### src/mmc3_outer_bank_translator_defines.svh
`ifndef MMC3_OUTER_BANK_TRANSLATOR_DEFINES_SVH
`define MMC3_OUTER_BANK_TRANSLATOR_DEFINES_SVH

// Checks that a condition in the same cycle implies another.
`define MOBT_ASSERT_SAME(lbl, ante, cons, msg) \
    lbl: assert property (@(posedge aclk) disable iff (!aresetn) (ante) |-> (cons)) \
        else $error(msg);

// Checks that a condition implies another in the next cycle.
`define MOBT_ASSERT_NEXT(lbl, ante, cons, msg) \
    lbl: assert property (@(posedge aclk) disable iff (!aresetn) (ante) |=> (cons)) \
        else $error(msg);

`endif

### src/mobt_pkg.sv
package mobt_pkg;

    typedef enum logic [1:0] {
        OP_WRITE = 2'd0,
        OP_PRG   = 2'd1,
        OP_CHR   = 2'd2,
        OP_NONE  = 2'd3
    } mobt_op_t;

    localparam int PRG_BANK_BITS_DEF = 13;
    localparam int PRG_SUM_W         = 13;

    localparam logic [2:0] VAR_SCRAMBLE    = 3'd1;
    localparam logic [2:0] VAR_HIGH_OFFSET = 3'd2;
    localparam logic [2:0] VAR_SECOND_CHIP = 3'd3;
    localparam logic [2:0] VAR_CHR_PROTECT = 3'd4;

    localparam logic CFG_VARIANT     = 1'b0;
    localparam logic CFG_CHIP_OFFSET = 1'b1;

    localparam logic [1:0] REG_LOCK_EXEMPT = 2'd2;

    localparam logic [7:0] SCRAMBLE_KEEP  = 8'b1110_0101;
    localparam logic [7:0] HIGH_OFF_KEEP  = 8'b1110_0011;
    localparam logic [7:0] MASK_BASE      = 8'b0011_1111;
    localparam logic [7:0] LAST_BANK_MIN  = 8'hFE;

endpackage

### src/mmc3_outer_bank_translator.sv
// Output: the result of an accepted word is registered in the single output register.
// Throughput: one word per cycle while m_ready is high; the next word is taken while
// the result is taken, set by the single output register.
// Reset: aresetn clears the four outer registers, both configuration registers
// and the output valid flag.
`include "mmc3_outer_bank_translator_defines.svh"

module mmc3_outer_bank_translator
    import mobt_pkg::*;
#(
    parameter int PRG_BANK_BITS = PRG_BANK_BITS_DEF
) (
    input  logic                     aclk,
    input  logic                     aresetn,

    input  logic                     s_valid,
    output logic                     s_ready,
    input  logic [1:0]               s_opcode,
    input  logic [15:0]              s_bus_address,
    input  logic [7:0]               s_data_value,
    input  logic                     s_prg_mode_swap,
    input  logic                     s_chr_mode_invert,
    input  logic [7:0]               s_chr_reg_first,
    input  logic [7:0]               s_chr_reg_second,

    output logic                     m_valid,
    input  logic                     m_ready,
    output logic [PRG_BANK_BITS-1:0] m_prg_bank,
    output logic [9:0]               m_chr_bank,
    output logic                     m_chr_write_protect,
    output logic                     m_write_taken,

    input  logic                     cfg_we,
    input  logic                     cfg_index,
    input  logic [11:0]              cfg_wdata
);

    logic [7:0]               outer_regs_reg [4];
    logic [2:0]               board_variant_reg;
    logic [11:0]              second_chip_offset_reg;

    logic                     out_valid_reg;
    logic [PRG_BANK_BITS-1:0] prg_bank_reg;
    logic [9:0]               chr_bank_reg;
    logic                     chr_wp_reg;
    logic                     write_taken_reg;

    logic                     accept;
    logic                     locked;
    logic                     take_write;

    logic [7:0]               c0;
    logic [7:0]               c1;
    logic [7:0]               c3;
    logic [7:0]               prg_mask;
    logic [7:0]               prg_base;
    logic [7:0]               prg_value;
    logic [11:0]              prg_off;
    logic [11:0]              prg_merged;
    logic [2:0]               extra_bits;
    logic [PRG_SUM_W-1:0]     prg_sum;
    logic [PRG_BANK_BITS+PRG_SUM_W-1:0] prg_ext;
    logic [PRG_BANK_BITS-1:0] prg_next;

    logic [7:0]               r0;
    logic [7:0]               r2;
    logic [7:0]               r3;
    logic [7:0]               chr_mask;
    logic [2:0]               chr_slot;
    logic [2:0]               chr_key;
    logic [7:0]               chr_value;
    logic [7:0]               chr_hi;
    logic [9:0]               chr_next;

    logic [PRG_BANK_BITS-1:0] prg_bank_next;
    logic [9:0]               chr_bank_next;
    logic                     chr_wp_next;
    logic                     write_taken_next;

    assign s_ready = !out_valid_reg || m_ready;
    assign accept  = s_valid && s_ready;

    assign locked     = outer_regs_reg[3][7] && !outer_regs_reg[3][4];
    assign take_write = !locked || (s_bus_address[1:0] == REG_LOCK_EXEMPT);

    always_comb begin
        c0 = outer_regs_reg[0];
        c1 = outer_regs_reg[1];
        c3 = outer_regs_reg[3];
        if (board_variant_reg == VAR_SCRAMBLE) begin
            c1 = (c1 & SCRAMBLE_KEEP) | {3'b000, c1[3], c1[1], 1'b0, !c1[4], 1'b0};
        end
        if (board_variant_reg == VAR_HIGH_OFFSET) begin
            c1 = (c1 & HIGH_OFF_KEEP) | {3'b000, c0[4], 1'b0, c0[5], 2'b00};
            c0 = {c0[7:6], 2'b00, c0[3:0]};
        end
        prg_mask = (MASK_BASE | {c1[5], c1[6], 6'b000000})
                 ^ {2'b00, c1[7], c0[6], 4'b0000};
        prg_base = {c0[5:4], c1[3:2], c1[4], c0[2:0]};

        if ((board_variant_reg == VAR_SECOND_CHIP) && outer_regs_reg[0][3]) begin
            prg_off = second_chip_offset_reg;
        end else begin
            prg_off = '0;
        end

        prg_value = s_data_value;
        if (c3[6] && (s_data_value >= LAST_BANK_MIN) && !s_prg_mode_swap
                && (s_bus_address[15:14] == 2'b11)) begin
            prg_value = '0;
        end

        if (c1[1]) begin
            extra_bits = {c3[3:2], s_bus_address[14]};
        end else begin
            extra_bits = c3[3:1];
        end

        if (!c3[4]) begin
            prg_merged = ({prg_base, 4'b0000} & ~{4'b0000, prg_mask})
                       | {4'b0000, prg_value & prg_mask};
        end else begin
            prg_merged = ({prg_base, 4'b0000} & ~{4'b0000, prg_mask[7:4], 4'b0000})
                       | {4'b0000, prg_value[7:4] & prg_mask[7:4],
                          extra_bits, s_bus_address[13]};
        end
        prg_sum  = {1'b0, prg_merged} + {1'b0, prg_off};
        prg_ext  = {{PRG_BANK_BITS{1'b0}}, prg_sum};
        prg_next = prg_ext[PRG_BANK_BITS-1:0];
    end

    always_comb begin
        r0        = outer_regs_reg[0];
        r2        = outer_regs_reg[2];
        r3        = outer_regs_reg[3];
        chr_mask  = {!r0[7], 7'h7F};
        chr_slot  = s_bus_address[12:10];
        chr_key   = {chr_slot[2] ^ s_chr_mode_invert, chr_slot[1:0]};
        chr_hi    = {r0[3] && r0[7], 7'h00};
        chr_value = s_data_value;
        if (r3[4]) begin
            if (r3[6] && !chr_key[2] && chr_key[0]) begin
                chr_value[7] = 1'b0;
            end
            chr_next = {r0[5:4], (chr_value[7] & chr_mask[7]) | chr_hi[7], r2[3:0], chr_slot};
        end else begin
            if (r3[6]) begin
                unique if (chr_key == 3'b000) begin
                    chr_value = s_chr_reg_first;
                end else if (chr_key == 3'b010) begin
                    chr_value = s_chr_reg_second;
                end else if (!chr_key[2] && chr_key[0]) begin
                    chr_value = '0;
                end else begin
                    chr_value = s_data_value;
                end
            end
            chr_next = {r0[5:4], (chr_value & chr_mask) | chr_hi};
        end
    end

    always_comb begin
        prg_bank_next    = '0;
        chr_bank_next    = '0;
        chr_wp_next      = 1'b0;
        write_taken_next = 1'b0;
        unique case (mobt_op_t'(s_opcode))
            OP_WRITE: begin
                write_taken_next = take_write;
            end
            OP_PRG: begin
                prg_bank_next = prg_next;
            end
            OP_CHR: begin
                chr_bank_next = chr_next;
                chr_wp_next   = (board_variant_reg == VAR_CHR_PROTECT) && outer_regs_reg[0][4];
            end
            OP_NONE: begin
            end
        endcase
    end

    always_ff @(posedge aclk) begin
        if (!aresetn) begin
            for (int i = 0; i < 4; i++) begin
                outer_regs_reg[i] <= '0;
            end
            board_variant_reg      <= '0;
            second_chip_offset_reg <= '0;
            out_valid_reg          <= 1'b0;
        end else begin
            if (cfg_we) begin
                unique case (cfg_index)
                    CFG_VARIANT:     board_variant_reg      <= cfg_wdata[2:0];
                    CFG_CHIP_OFFSET: second_chip_offset_reg <= cfg_wdata;
                endcase
            end
            if (accept && (mobt_op_t'(s_opcode) == OP_WRITE) && take_write) begin
                outer_regs_reg[s_bus_address[1:0]] <= s_data_value;
            end
            if (accept) begin
                out_valid_reg <= 1'b1;
            end else if (m_ready) begin
                out_valid_reg <= 1'b0;
            end
        end
    end

    always_ff @(posedge aclk) begin
        if (accept) begin
            prg_bank_reg    <= prg_bank_next;
            chr_bank_reg    <= chr_bank_next;
            chr_wp_reg      <= chr_wp_next;
            write_taken_reg <= write_taken_next;
        end
    end

    assign m_valid             = out_valid_reg;
    assign m_prg_bank          = prg_bank_reg;
    assign m_chr_bank          = chr_bank_reg;
    assign m_chr_write_protect = chr_wp_reg;
    assign m_write_taken       = write_taken_reg;

    `MOBT_ASSERT_NEXT(a_accept_gives_word, accept, out_valid_reg,
        "accepted word produced no result")
    `MOBT_ASSERT_NEXT(a_locked_write_refused,
        accept && (s_opcode == OP_WRITE) && locked && (s_bus_address[1:0] != REG_LOCK_EXEMPT),
        !write_taken_reg, "locked write reported as taken")
    `MOBT_ASSERT_NEXT(a_exempt_write_stored,
        accept && (s_opcode == OP_WRITE) && (s_bus_address[1:0] == REG_LOCK_EXEMPT),
        outer_regs_reg[2] == $past(s_data_value), "register 2 write not stored")
    `MOBT_ASSERT_NEXT(a_prg_zero_other_ops, accept && (s_opcode != OP_PRG),
        prg_bank_reg == '0, "PRG bank nonzero on non-PRG word")
    `MOBT_ASSERT_SAME(a_wp_only_variant4, out_valid_reg && chr_wp_reg,
        board_variant_reg == VAR_CHR_PROTECT, "write protect outside CHR protect variant")

endmodule

### config.mk
export PLATFORM = sky130hd
export DESIGN_NAME = mmc3_outer_bank_translator
export DESIGN_NICKNAME = d
export VERILOG_FILES = /design/src/mobt_pkg.sv /design/src/mmc3_outer_bank_translator.sv
export VERILOG_INCLUDE_DIRS = /design/src /design/src/src
export SDC_FILE = /design/constraint.sdc
export NUM_CORES = 1
export LEC_CHECK = 0
export BUFFER_PORTS_ARGS = -buffer_cell sky130_fd_sc_hd__buf_2
export CAP_MARGIN = 20
export CORE_MARGIN = 3
export CORE_UTILIZATION = 58
export CTS_CLUSTER_DIAMETER = 150
export DETAILED_ROUTE_END_ITERATION = 8
export PLACE_DENSITY = 0.87
export RECOVER_POWER = 50
export REMOVE_ABC_BUFFERS = 1
export SYNTH_ARGS = -nofsm -noshare
export SYNTH_HDL_FRONTEND = slang
export SYNTH_SLANG_ARGS = --single-unit
### constraint.sdc
create_clock -name aclk -period 6 [get_ports aclk]
set_input_delay 1.2 -clock aclk [delete_from_list [all_inputs] [get_ports aclk]]
set_output_delay 1.2 -clock aclk [all_outputs]
set_load 0.005 [all_outputs]
==> results.md, run 1 <==
- Status: complete, but fails checks
- Failing checks: max-capacitance violations, max-slew violations
- Synth top area share: 0.4127
- Core area: 5991 um^2
- CTS H-tree depth: 3
- Critical Path AT: 3.91 ns
- Synthesized flop and latch total: 66
- Count leader, synth: edfxtp_1
- Largest area contributor in the netlist: edfxtp_1
- Num rows: 28
- GRT Overall Usage: 0.2346
- Worst Path Max Fanout: 8
- Fin. Hold Viols: 0
- Worst reg2reg path startpoint: board_variant_reg[1]
- Post CTS Setup Buffer Count: 0
- Max rail drop VDD: 0.1535 mV
- Synth Flop Type: edfxtp_1
- Die H: 85.21 um
- Req. time, crit path: 6.08 ns
- CTS resizes: 0
- Worst setup SP type: input pin
- Clock root buffer: clkbuf_8
- TritonCTS Buffers: 9
- Period utilization: 0.6381
- Num ports: 89
- Die ar.: 7260 um^2
- Worst Skew: 0.008688 ns
- Via Count: 2957
- Max reg flops: 25
- Vias per Instance: 5.687
- Hold Crit Endpoint: second_chip_offset_reg[4]
- Routed Antenna Nets: 0
- Global-route wire length before repair: 13.14 mm
- Crit-path max cell delay: 0.71 ns
- DRC Markers: 0
- Sequential cell area fraction in the yosys report: 0.5007
- Power Dens Cells: 231.9 nW/um^2
- Warnings from Yosys: 0
- Setup TNS: 0 ns
- Slew HR: -0.08941
- RR Endpoint: m_prg_bank[10]
- DR pass1 iterations: 4
- Min-Delay Startpoint: second_chip_offset_reg[4]
- Min Clock Period, post-route: 3.829 ns
- Fmax achieved: 261.2 MHz
- Initial antenna violation count: 0
- Dpl hpwl: 6.150 mm
- Buf/Inv on CP: 1
- R2R depth: 10
- Slew Limit Fails: 29
- Grt total ovfl: 0
- Cell family with most CP delay: simple AND/OR/NAND/NOR gates
- Leakage power total: 1.772 nW
- Worst-path clk slew: 0.07 ns
- Post-Syn Instances: 362
- Number of global-route vias before repair: 2843
- Clk sinks: 66
- Iter 0 DRT Violations: 132
- Routed length per instance: 15.70 um
- CP max-delay cell: a2111oi_0
- Syn-to-layout area delta: 16.27%
- Worst setup EP type: register
- Min-Delay Path Class: register to register
- CTS tree: built
- Placer Congestion: 0.9190
- RSZ-0062 raised after global routing: false
- Clk buf depth: 2
- Synth cell count leaders: edfxtp_1, nand2_1, and2_1, nor2_1, nor3_1
- Syn avg cell area: 10.05 um^2
- Worst R2R Setup Slack: 2.84 ns
- Synth top area cells: edfxtp_1, dfxtp_1, and2_1
- Post-synth EDFFs: 50
- CTS Hold Bufs: 0
- Dpl cells: 504
- Post-synth cell types: 43
- Latest clock arrival within the worst-skew pair: 0.34 ns
- ANT cells: 0
- WHS Path Cells: 2
- Port Buf Inserts: 80
- Setup CP Type: input pin to register
- # fillers: 461
- Async set-reset flop share out of synthesis: 0
- Final nets: 516
- Layout cells sized above 1: 0.2022
- Worst-path cell chain: buf_2, nand4_1, nor2_1, nand4b_1, nand2_1, o21ai_0, ha_1, and2_1, nand3_1, a2111oi_0, o21a_1, nor3_1
- Final Non-Filler Cells: 520
- Setup violators final: 0
- Final WL: 8.164 mm
- Worst-Margin Slew: 1.634 ns
- Pin count of the biggest net entering global routing: 29
- Die W: 85.21 um
- MaxCap Viol Count: 1
- Mapped Area: 3638 um^2
- Initial Util: 0.6074
## cells in the final DEF (no fill, tap or decap), types with 14 or more instances in the layout
cell type / instances
buf_2: 70
edfxtp_1: 50
nand2_1: 47
and2_1: 39
nor2_1: 25
nor3_1: 22
dfxtp_1: 16
o21ai_0: 15
a21boi_0: 14
## per-layer routing
| layer | track usage | wire length, um | share of wire |
|---|---|---|---|
| met2 | 0.3934 | 4072 | 0.50 |
| met4 | 0.1151 | 197 | 0.024 |
| met3 | 0.04175 | 517 | 0.063 |
| met1 | 0.2921 | 3377 | 0.41 |
| met5 | 0 | 0 | 0 |
## worst max path at each step
stage,from,end,slack [ns],cells past startpoint
after floorplan,s_data_value[4],m_prg_bank[10],2.56,13
after global placement,s_data_value[4],m_prg_bank[11],1.92,12
final,s_data_value[4],m_prg_bank[11],2.17,12
after CTS,s_data_value[4],m_prg_bank[11],2.21,12
after global routing,s_data_value[4],m_prg_bank[11],1.95,12
after detailed placement,s_data_value[4],m_prg_bank[11],1.86,12
## area by class of cell
type / count / area, um^2 / area share
flip-flops and latches: 66 / 1822 / 0.4306
multi-input cells: 271 / 1703 / 0.4025
repair buffers: 81 / 391.6 / 0.09258
clock buffers: 11 / 152.6 / 0.03608
well taps: 75 / 93.84 / 0.02218
inverters: 11 / 41.29 / 0.009760
clock inverters: 5 / 26.28 / 0.006211
## kinds of logic after synthesis
group,count (synthesis),synth area share
simple gates,170,0.2417
compound gates,67,0.1269
flops,66,0.5007
buf+inv,25,0.02648
mux,15,0.04195
fa+ha+maj,14,0.05021
xor+xnor,5,0.01204
## stage by stage
step                      hold WS, ns  area (um^2)    util  setup WS, ns  power (mW)
final                          0.4665         4230  0.7061         2.171      0.9810
after detailed placement       0.4569         4085  0.6819         1.859      0.6517
after CTS                      0.4666         4264  0.7118         2.211      0.9870
after global placement         0.4498         4085  0.6819         1.918      0.6464
after global routing           0.4905         4230  0.7061         1.955       1.019
after floorplan                0.4388         3583       -         2.555      0.5945
## worst min-delay path: stages, from the launching register on
cell	delay (ns)
dfxtp_1	0.31
nand2_1	0.04
a21boi_0	0.07
## where the power goes
part / internal (mW) / leakage [nW] / switching [mW] / total [mW]
Combinational: 0.0470 / 1.03 / 0.0668 / 0.114
Sequential: 0.516 / 0.639 / 0.0111 / 0.527
Clock: 0.172 / 0.0983 / 0.168 / 0.341
(Power assumes the default switching activity.)
==> inputs of run 2 (changes only) <==
--- a/config.mk
+++ b/config.mk
@@ -6,13 +6,14 @@
 export SDC_FILE = /design/constraint.sdc
 export NUM_CORES = 1
 export LEC_CHECK = 0
+export ABC_AREA = 1
 export BUFFER_PORTS_ARGS = -buffer_cell sky130_fd_sc_hd__buf_2
 export CAP_MARGIN = 20
 export CORE_MARGIN = 3
-export CORE_UTILIZATION = 58
+export CORE_UTILIZATION = 54
 export CTS_CLUSTER_DIAMETER = 150
 export DETAILED_ROUTE_END_ITERATION = 8
-export PLACE_DENSITY = 0.87
+export PLACE_DENSITY = 0.81
 export RECOVER_POWER = 50
 export REMOVE_ABC_BUFFERS = 1
 export SYNTH_ARGS = -nofsm -noshare
==> constraint.sdc (replaced) <==
create_clock -name aclk -period 3.54 [get_ports aclk]
set_input_delay 0.708 -clock aclk [delete_from_list [all_inputs] [get_ports aclk]]
set_output_delay 0.708 -clock aclk [all_outputs]
set_load 0.005 [all_outputs]
==> results.md, run 2 <==
- Multi-input gate area: 1650 um^2 (was 1703 um^2)
- Setup CP Type: register to register (was input pin to register)
- Iter 0 DRT Violations: 196 (was 132)
- Number of global-route vias before repair: 3368 (was 2843)
- Post CTS Setup Buffer Count: 0 (unchanged)
- Post-synth EDFFs: 50 (unchanged)
- WHS Path Cells: 2 (unchanged)
- Commonest non-fill, non-tap cell in the layout: nand2_1 (was buf_2)
- Syn avg cell area: 7.781 um^2 (was 10.05 um^2)
- Hold Crit Endpoint: second_chip_offset_reg[7] (was second_chip_offset_reg[4])
- Mapped Area: 3844 um^2 (was 3638 um^2)
- Largest area contributor in the netlist: edfxtp_1 (unchanged)
- Design area: 4498 um^2 (was 4230 um^2)
- DR pass1 iterations: 5 (was 4)
- Req. time, crit path: 3.66 ns (was 6.08 ns)
- Synth top area cells: edfxtp_1, nand2_1, dfxtp_1 (was edfxtp_1, dfxtp_1, and2_1)
- Hold WS: 0.4570 ns (was 0.4665 ns)
- Final Total Pwr: 1.696 mW (was 0.9810 mW)
- Sequential standard cell area: 1822 um^2 (unchanged)
- Via Count: 3532 (was 2957)
- Vias per Instance: 5.217 (was 5.687)
- Clk buf depth: 2 (unchanged)
- Initial Util: 0.5626 (was 0.6074)
- RR Endpoint: m_prg_bank[11] (was m_prg_bank[10])
- TritonCTS Buffers: 9 (unchanged)
- Min Clock Period, post-route: 2.687 ns
- Final Non-Filler Cells: 677 (was 520)
- DRC Markers: 0 (unchanged)
- GRT Overall Usage: 0.2291 (was 0.2346)
- Synth cell count leaders: nand2_1, inv_1, nor2_1, edfxtp_1, o21ai_0 (was edfxtp_1, nand2_1, and2_1, nor2_1, nor3_1)
- Syn-to-layout area delta: 17.02% (was 16.27%)
- Fin. Hold Viols: 0 (unchanged)
- Die ar.: 8166 um^2 (was 7260 um^2)
- # fillers: 620 (was 461)
- Synth Flop Type: edfxtp_1 (unchanged)
- Num ports: 89 (unchanged)
- Layout cells sized above 1: 0.1635 (was 0.2022)
- Worst-path clk slew: 0.08 ns (was 0.07 ns)
- Grt total ovfl: 0 (unchanged)
- Die W: 90.37 um (was 85.21 um)
- Synth top area share: 0.3906 (was 0.4127)
- Setup TNS: 0 ns (unchanged)
- Post-Place Setup Slack: 0.5530 ns (was 1.859 ns)
- Final WL: 8.975 mm (was 8.164 mm)
- Count leader, synth: nand2_1 (was edfxtp_1)
- Die H: 90.37 um (was 85.21 um)
- Min setup slack post-route: 0.8533 ns (was 2.171 ns)
- Max reg flops: 25 (unchanged)
- Critical Path AT: 2.80 ns (was 3.91 ns)
- Worst R2R Setup Slack: 0.85 ns (was 2.84 ns)
- Most frequent cells in the layout: nand2_1, inv_1, nor2_1 (was buf_2, edfxtp_1, nand2_1)
- Power Dens Cells: 377.0 nW/um^2 (was 231.9 nW/um^2)
- CTS H-tree depth: 3 (unchanged)
- Synthesized flop and latch total: 66 (unchanged)
- Setup violators final: 0 (unchanged)
- Worst setup SP type: register (was input pin)
- Initial antenna violation count: 0 (unchanged)
- Global-route wire length before repair: 14.95 mm (was 13.14 mm)
- Max rail drop VDD: 0.2167 mV (was 0.1535 mV)
- Num rows: 30 (was 28)
- Post-Syn Instances: 494 (was 362)
- Pin count of the biggest net entering global routing: 26 (was 29)
- Sequential cell area fraction in the yosys report: 0.4740 (was 0.5007)
- Final Util: 0.6584 (was 0.7061)
- Placer Congestion: 0.9335 (was 0.9190)
- Async set-reset flop share out of synthesis: 0 (unchanged)
- Crit. Startpoint: outer_regs_reg[3][6] (was s_data_value[4])
- Slew HR: 0.03128 (was -0.08941)
- CTS tree: built (unchanged)
- Worst Skew: 0.007502 ns (was 0.008688 ns)
- CTS Hold Bufs: 0 (unchanged)
- R2R depth: 11 (was 10)
- Min-Delay Path Class: register to register (unchanged)
- ANT cells: 0 (unchanged)
- Slew Limit Fails: 0 (was 29)
- Latest clock arrival within the worst-skew pair: 0.35 ns (was 0.34 ns)
- Dpl cells: 661 (was 504)
- MaxCap Viol Count: 0 (was 1)
- Warnings from Yosys: 0 (unchanged)
- Leakage power total: 2.133 nW (was 1.772 nW)
- Placed cell area: 4329 um^2 (was 4085 um^2)
- Routed Antenna Nets: 0 (unchanged)
- RSZ-0062 raised after global routing: false (unchanged)
- Worst setup EP type: register (unchanged)
- Status: completed (was complete, but fails checks)
- Worst-Margin Slew: 1.453 ns (was 1.634 ns)
- Clk sinks: 66 (unchanged)
- Min-Delay Startpoint: second_chip_offset_reg[7] (was second_chip_offset_reg[4])
- Port Buf Inserts: 80 (unchanged)
- Fmax achieved: 372.2 MHz
- Period utilization: 0.7590
- Post-synth cell types: 30 (was 43)
- Clock root buffer: clkbuf_8 (unchanged)
- Final nets: 652 (was 516)
- Worst Path Max Fanout: 11 (was 8)
- CTS resizes: 0 (unchanged)
- Routed length per instance: 13.26 um (was 15.70 um)
- Core area: 6832 um^2 (was 5991 um^2)
- Worst reg2reg path startpoint: outer_regs_reg[3][6] (was board_variant_reg[1])
- Dpl hpwl: 6.929 mm (was 6.150 mm)
[run 2: cell count changes in the layout (fill, tap and decap cells not counted), sizes merged, moves of 14 or more]
| cell | change |
|---|---|
| nor2 | +51 |
| and2 | -41 |
| nand2 | +63 |
| nand3 | +20 |
| o21ai | +27 |
| a21boi | -14 |
| inv | +75 |
| nor3 | -20 |
| a21oi | +29 |
[run 2: layout make-up]
| type | count | share of cell area |
|---|---|---|
| Clock inverter | 5 | 0.008623 |
| Multi-Input combinational cell | 331 | 0.3669 |
| Tap cell | 96 | 0.02670 |
| Clock buffer | 11 | 0.03366 |
| Timing Repair Buffer | 81 | 0.08651 |
| Sequential cell | 66 | 0.4050 |
| Inverter | 87 | 0.07260 |
[run 2: kinds of logic (layout without fill, tap and decap cells)]
kind of cell / count (synthesis) / after routing / synth area share
buffers and inverters: 97 / 184 / 0.09603
AOI/OAI and AO/OA: 90 / 90 / 0.1217
and+or+nand+nor: 227 / 227 / 0.2607
DFF: 66 / 66 / 0.4740
adders and majority gates: 14 / 14 / 0.04753
[run 2: critical path, stage by stage, from the launching register on]
cell	delay, ns
edfxtp_1	0.55
nand4_1	0.16
nor3_2	0.39
o21ai_0	0.18
ha_1	0.42
nand2_1	0.13
nand3_1	0.22
nand3_1	0.11
nand3_1	0.12
nand2_1	0.07
nand2_1	0.06
nor2_1	0.05
[run 2: how the worst max path moves through the flow]
stage / end / depth (start not counted)
after floorplan: outer_regs_reg[3][1] / 6
after global placement: m_prg_bank[11] / 13
after detailed placement: m_prg_bank[11] / 13
after CTS: m_prg_bank[8] / 12
after global routing: m_prg_bank[8] / 12
final: m_prg_bank[11] / 11
[run 2: where the power goes]
group	internal, mW	switching [mW]
registers	0.872	0.0140
clock network	0.293	0.301
logic	0.0764	0.139
total	1.24	0.454
[run 2: per-layer routing]
layer	part of all wire	vias up	track usage	routed length [um]
met5	0	-	0	0
met3	0.071	19	0.04083	641
met4	0.019	0	0.1033	175
met1	0.40	1603	0.2776	3593
li1	-	1766	-	-
met2	0.51	144	0.3976	4564
==> inputs of run 3 (changes only) <==
--- a/config.mk
+++ b/config.mk
@@ -6,14 +6,14 @@
 export SDC_FILE = /design/constraint.sdc
 export NUM_CORES = 1
 export LEC_CHECK = 0
-export ABC_AREA = 1
+export ABC_AREA = 0
 export BUFFER_PORTS_ARGS = -buffer_cell sky130_fd_sc_hd__buf_2
 export CAP_MARGIN = 20
 export CORE_MARGIN = 3
 export CORE_UTILIZATION = 54
 export CTS_CLUSTER_DIAMETER = 150
 export DETAILED_ROUTE_END_ITERATION = 8
-export PLACE_DENSITY = 0.81
+export PLACE_DENSITY = 0.82
 export RECOVER_POWER = 50
 export REMOVE_ABC_BUFFERS = 1
 export SYNTH_ARGS = -nofsm -noshare
==> constraint.sdc (replaced) <==
create_clock -name aclk -period 2.7 [get_ports aclk]
set_input_delay 0.54 -clock aclk [delete_from_list [all_inputs] [get_ports aclk]]
set_output_delay 0.54 -clock aclk [all_outputs]
set_load 0.005 [all_outputs]
==> results.md, run 3 (same netlist as run 1, synthesis figures left out) <==
- DR pass1 iterations: 5 (unchanged)
- Period utilization: 1.023 (was 0.7590)
- Via Count: 3256 (was 3532)
- Die W: 88.09 um (was 90.37 um)
- Worst Path Max Fanout: 3 (was 11)
- Routed Antenna Nets: 0 (unchanged)
- Layout cells sized above 1: 0.3178 (was 0.1635)
- Worst-Margin Slew: 0.8526 ns (was 1.453 ns)
- ANT cells: 0 (unchanged)
- Commonest non-fill, non-tap cell in the layout: buf_2 (was nand2_1)
- Crit-path max cell delay: 0.34 ns (was 0.55 ns)
- Slew Limit Fails: 0 (unchanged)
- Core area: 6422 um^2 (was 6832 um^2)
- Fmax achieved: 362.0 MHz (was 372.2 MHz)
- Latest clock arrival within the worst-skew pair: 0.35 ns (about the same)
- CTS tree: built (unchanged)
- Min Clock Period, post-route: 2.762 ns (was 2.687 ns)
- MaxCap Viol Count: 0 (unchanged)
- Setup violators final: 4 (was 0)
- Leakage power total: 2.038 nW (was 2.133 nW)
- Number of global-route vias before repair: 3109 (was 3368)
- Initial Util: 0.5665 (was 0.5626)
- Failing checks: negative setup slack
- Worst Skew: 0.008117 ns (was 0.007502 ns)
- GRT Overall Usage: 0.2495 (was 0.2291)
- Cell family with most CP delay: compound AO/OA/AOI/OAI gates (was simple AND/OR/NAND/NOR gates)
- Crit. Startpoint: board_variant_reg[1] (was outer_regs_reg[3][6])
- End of the critical path: m_prg_bank[9] (was m_prg_bank[11])
- Global-route wire length before repair: 14.61 mm (was 14.95 mm)
- Worst setup SP type: register (unchanged)
- Status: complete, but fails checks (was completed)
- WP depth: 13 (was 11)
- Routed length per instance: 17.26 um (was 13.26 um)
- Buf/Inv on CP: 2 (was 0)
- Worst R2R Setup Slack: -0.06 ns (was 0.85 ns)
- Most frequent cells in the layout: buf_2, edfxtp_1, nand2_1, buf_4, and2_1 (was nand2_1, inv_1, nor2_1)
- Clk sinks: 66 (unchanged)
- Worst setup EP type: register (unchanged)
- R2R depth: 13 (was 11)
- Power Dens Cells: 485.9 nW/um^2 (was 377.0 nW/um^2)
- Clk buf depth: 2 (unchanged)
- Pin count of the biggest net entering global routing: 24 (was 26)
- DRC Markers: 0 (unchanged)
- CTS Hold Bufs: 0 (unchanged)
- Die H: 88.09 um (was 90.37 um)
- Vias per Instance: 5.702 (was 5.217)
- Worst reg2reg path startpoint: board_variant_reg[1] (was outer_regs_reg[3][6])
- Dpl hpwl: 6.895 mm (was 6.929 mm)
- CTS H-tree depth: 3 (unchanged)
- Setup CP Type: register to register (unchanged)
- RR Endpoint: m_prg_bank[9] (was m_prg_bank[11])
- Syn-to-layout area delta: 32.84% (was 17.02%)
- Critical Path AT: 2.82 ns (was 2.80 ns)
- Req. time, crit path: 2.76 ns (was 3.66 ns)
- Fin. Hold Viols: 0 (unchanged)
- Post-Place Setup Slack: -0.6994 ns (was 0.5530 ns)
- Die ar.: 7759 um^2 (was 8166 um^2)
- Max rail drop VDD: 0.2505 mV (was 0.2167 mV)
- Final Non-Filler Cells: 571 (was 677)
- Min setup slack post-route: -0.06217 ns (was 0.8533 ns)
- Sequential standard cell area: 1824 um^2 (was 1822 um^2)
- # fillers: 444 (was 620)
- Final WL: 9.855 mm (was 8.975 mm)
- Grt total ovfl: 0 (unchanged)
- Clock root buffer: clkbuf_8 (unchanged)
- Dpl cells: 551 (was 661)
- Min-Delay Path Class: input pin to register (was register to register)
- Num ports: 89 (unchanged)
- Initial antenna violation count: 0 (unchanged)
- Worst-path cell chain: nor2_4, a21oi_2, a31oi_2, mux2i_2, mux2i_1, ha_1, a21o_1, nand3_2, buf_4, buf_6, a211oi_4, o21a_1, nor3_1 (was nand4_1, nor3_2, o21ai_0, ha_1, nand2_1, nand3_1, nand3_1, nand3_1, nand2_1, nand2_1, nor2_1)
- TritonCTS Buffers: 9 (unchanged)
- Worst-path clk slew: 0.07 ns (was 0.08 ns)
- Max reg flops: 25 (unchanged)
- Multi-input gate area: 1886 um^2 (was 1650 um^2)
- Iter 0 DRT Violations: 184 (was 196)
- Num rows: 29 (was 30)
- Slew HR: 0.4316 (was 0.03128)
- Final nets: 565 (was 652)
- CP max-delay cell: dfxtp_2 (was edfxtp_1)
- RSZ-0062 raised after global routing: true (was false)
- Port Buf Inserts: 80 (unchanged)
- Placer Congestion: 0.9012 (was 0.9335)
==> run 3: changes by cell type in the layout (fill, tap and decap cells not counted), sizes merged, moves of 20 or more <==
cell / before / now
nand2: 110 / 47
o21ai: 42 / 15
nand3: 26 / 6
and2: 0 / 41
buf: 68 / 110
a21oi: 40 / 11
nor3: 3 / 23
inv: 87 / 11
nor2: 76 / 25
==> run 3: per-layer routing <==
metal | part of all wire | routed length, um | global-route usage
met1 | 0.38 | 3783 | 0.3024
met2 | 0.52 | 5092 | 0.4185
met3 | 0.071 | 700 | 0.05174
met4 | 0.028 | 278 | 0.1305
met5 | 0 | 0 | 0
==> run 3: worst min-delay path: stages <==
cell	delay, ns
buf_2	0.09
nand2_1	0.04
a21boi_0	0.06
==> run 3: layout make-up <==
cell class / instances / share of cell area
well taps: 77 / 0.01993
flip-flops and latches: 66 / 0.3774
inverters: 11 / 0.008543
multi-input cells: 271 / 0.3901
clock inverters: 2 / 0.007248
clock buffers: 14 / 0.03391
repair buffers: 130 / 0.1628
==> run 3: power breakdown <==
group          total (mW)  switching (mW)  internal [mW]
Sequential           1.17          0.0229           1.15
Combinational       0.327           0.180          0.146
Clock               0.854           0.371          0.483
==> run 3: worst min-delay path by stage <==
| stage | from | to | slack (ns) | cells past startpoint |
|---|---|---|---|---|
| floorplan | second_chip_offset_reg[0] | second_chip_offset_reg[0] | 0.44 | 2 |
| global placement | second_chip_offset_reg[8] | second_chip_offset_reg[8] | 0.45 | 2 |
| detailed placement | second_chip_offset_reg[8] | second_chip_offset_reg[8] | 0.46 | 2 |
| CTS | s_valid | m_valid | 0.43 | 3 |
| global route | cfg_wdata[3] | second_chip_offset_reg[3] | 0.44 | 3 |
| finish | cfg_wdata[3] | second_chip_offset_reg[3] | 0.44 | 3 |
==> run 3: what timing repair did <==
action	in CTS	in global routing
endpoints found under the setup margin	8	8
resized for setup	11	38
buffers inserted	1	3
pin swaps	4	25
==> run 3: stage by stage <==
step	hold WS [ns]	util	power [mW]	cell area (um^2)	TNS, ns
6_report	0.4403	0.7526	2.348	4833	-0.1622
5_1_grt	0.4394	0.7526	2.435	4833	-2.131
4_1_cts	0.4327	0.7290	2.323	4682	0
3_5_place_dp	0.4568	0.6891	1.485	4425	-4.397
3_3_place_gp	0.4502	0.6891	1.472	4425	-2.501
2_1_floorplan	0.4388	-	1.321	3583	-0.1570
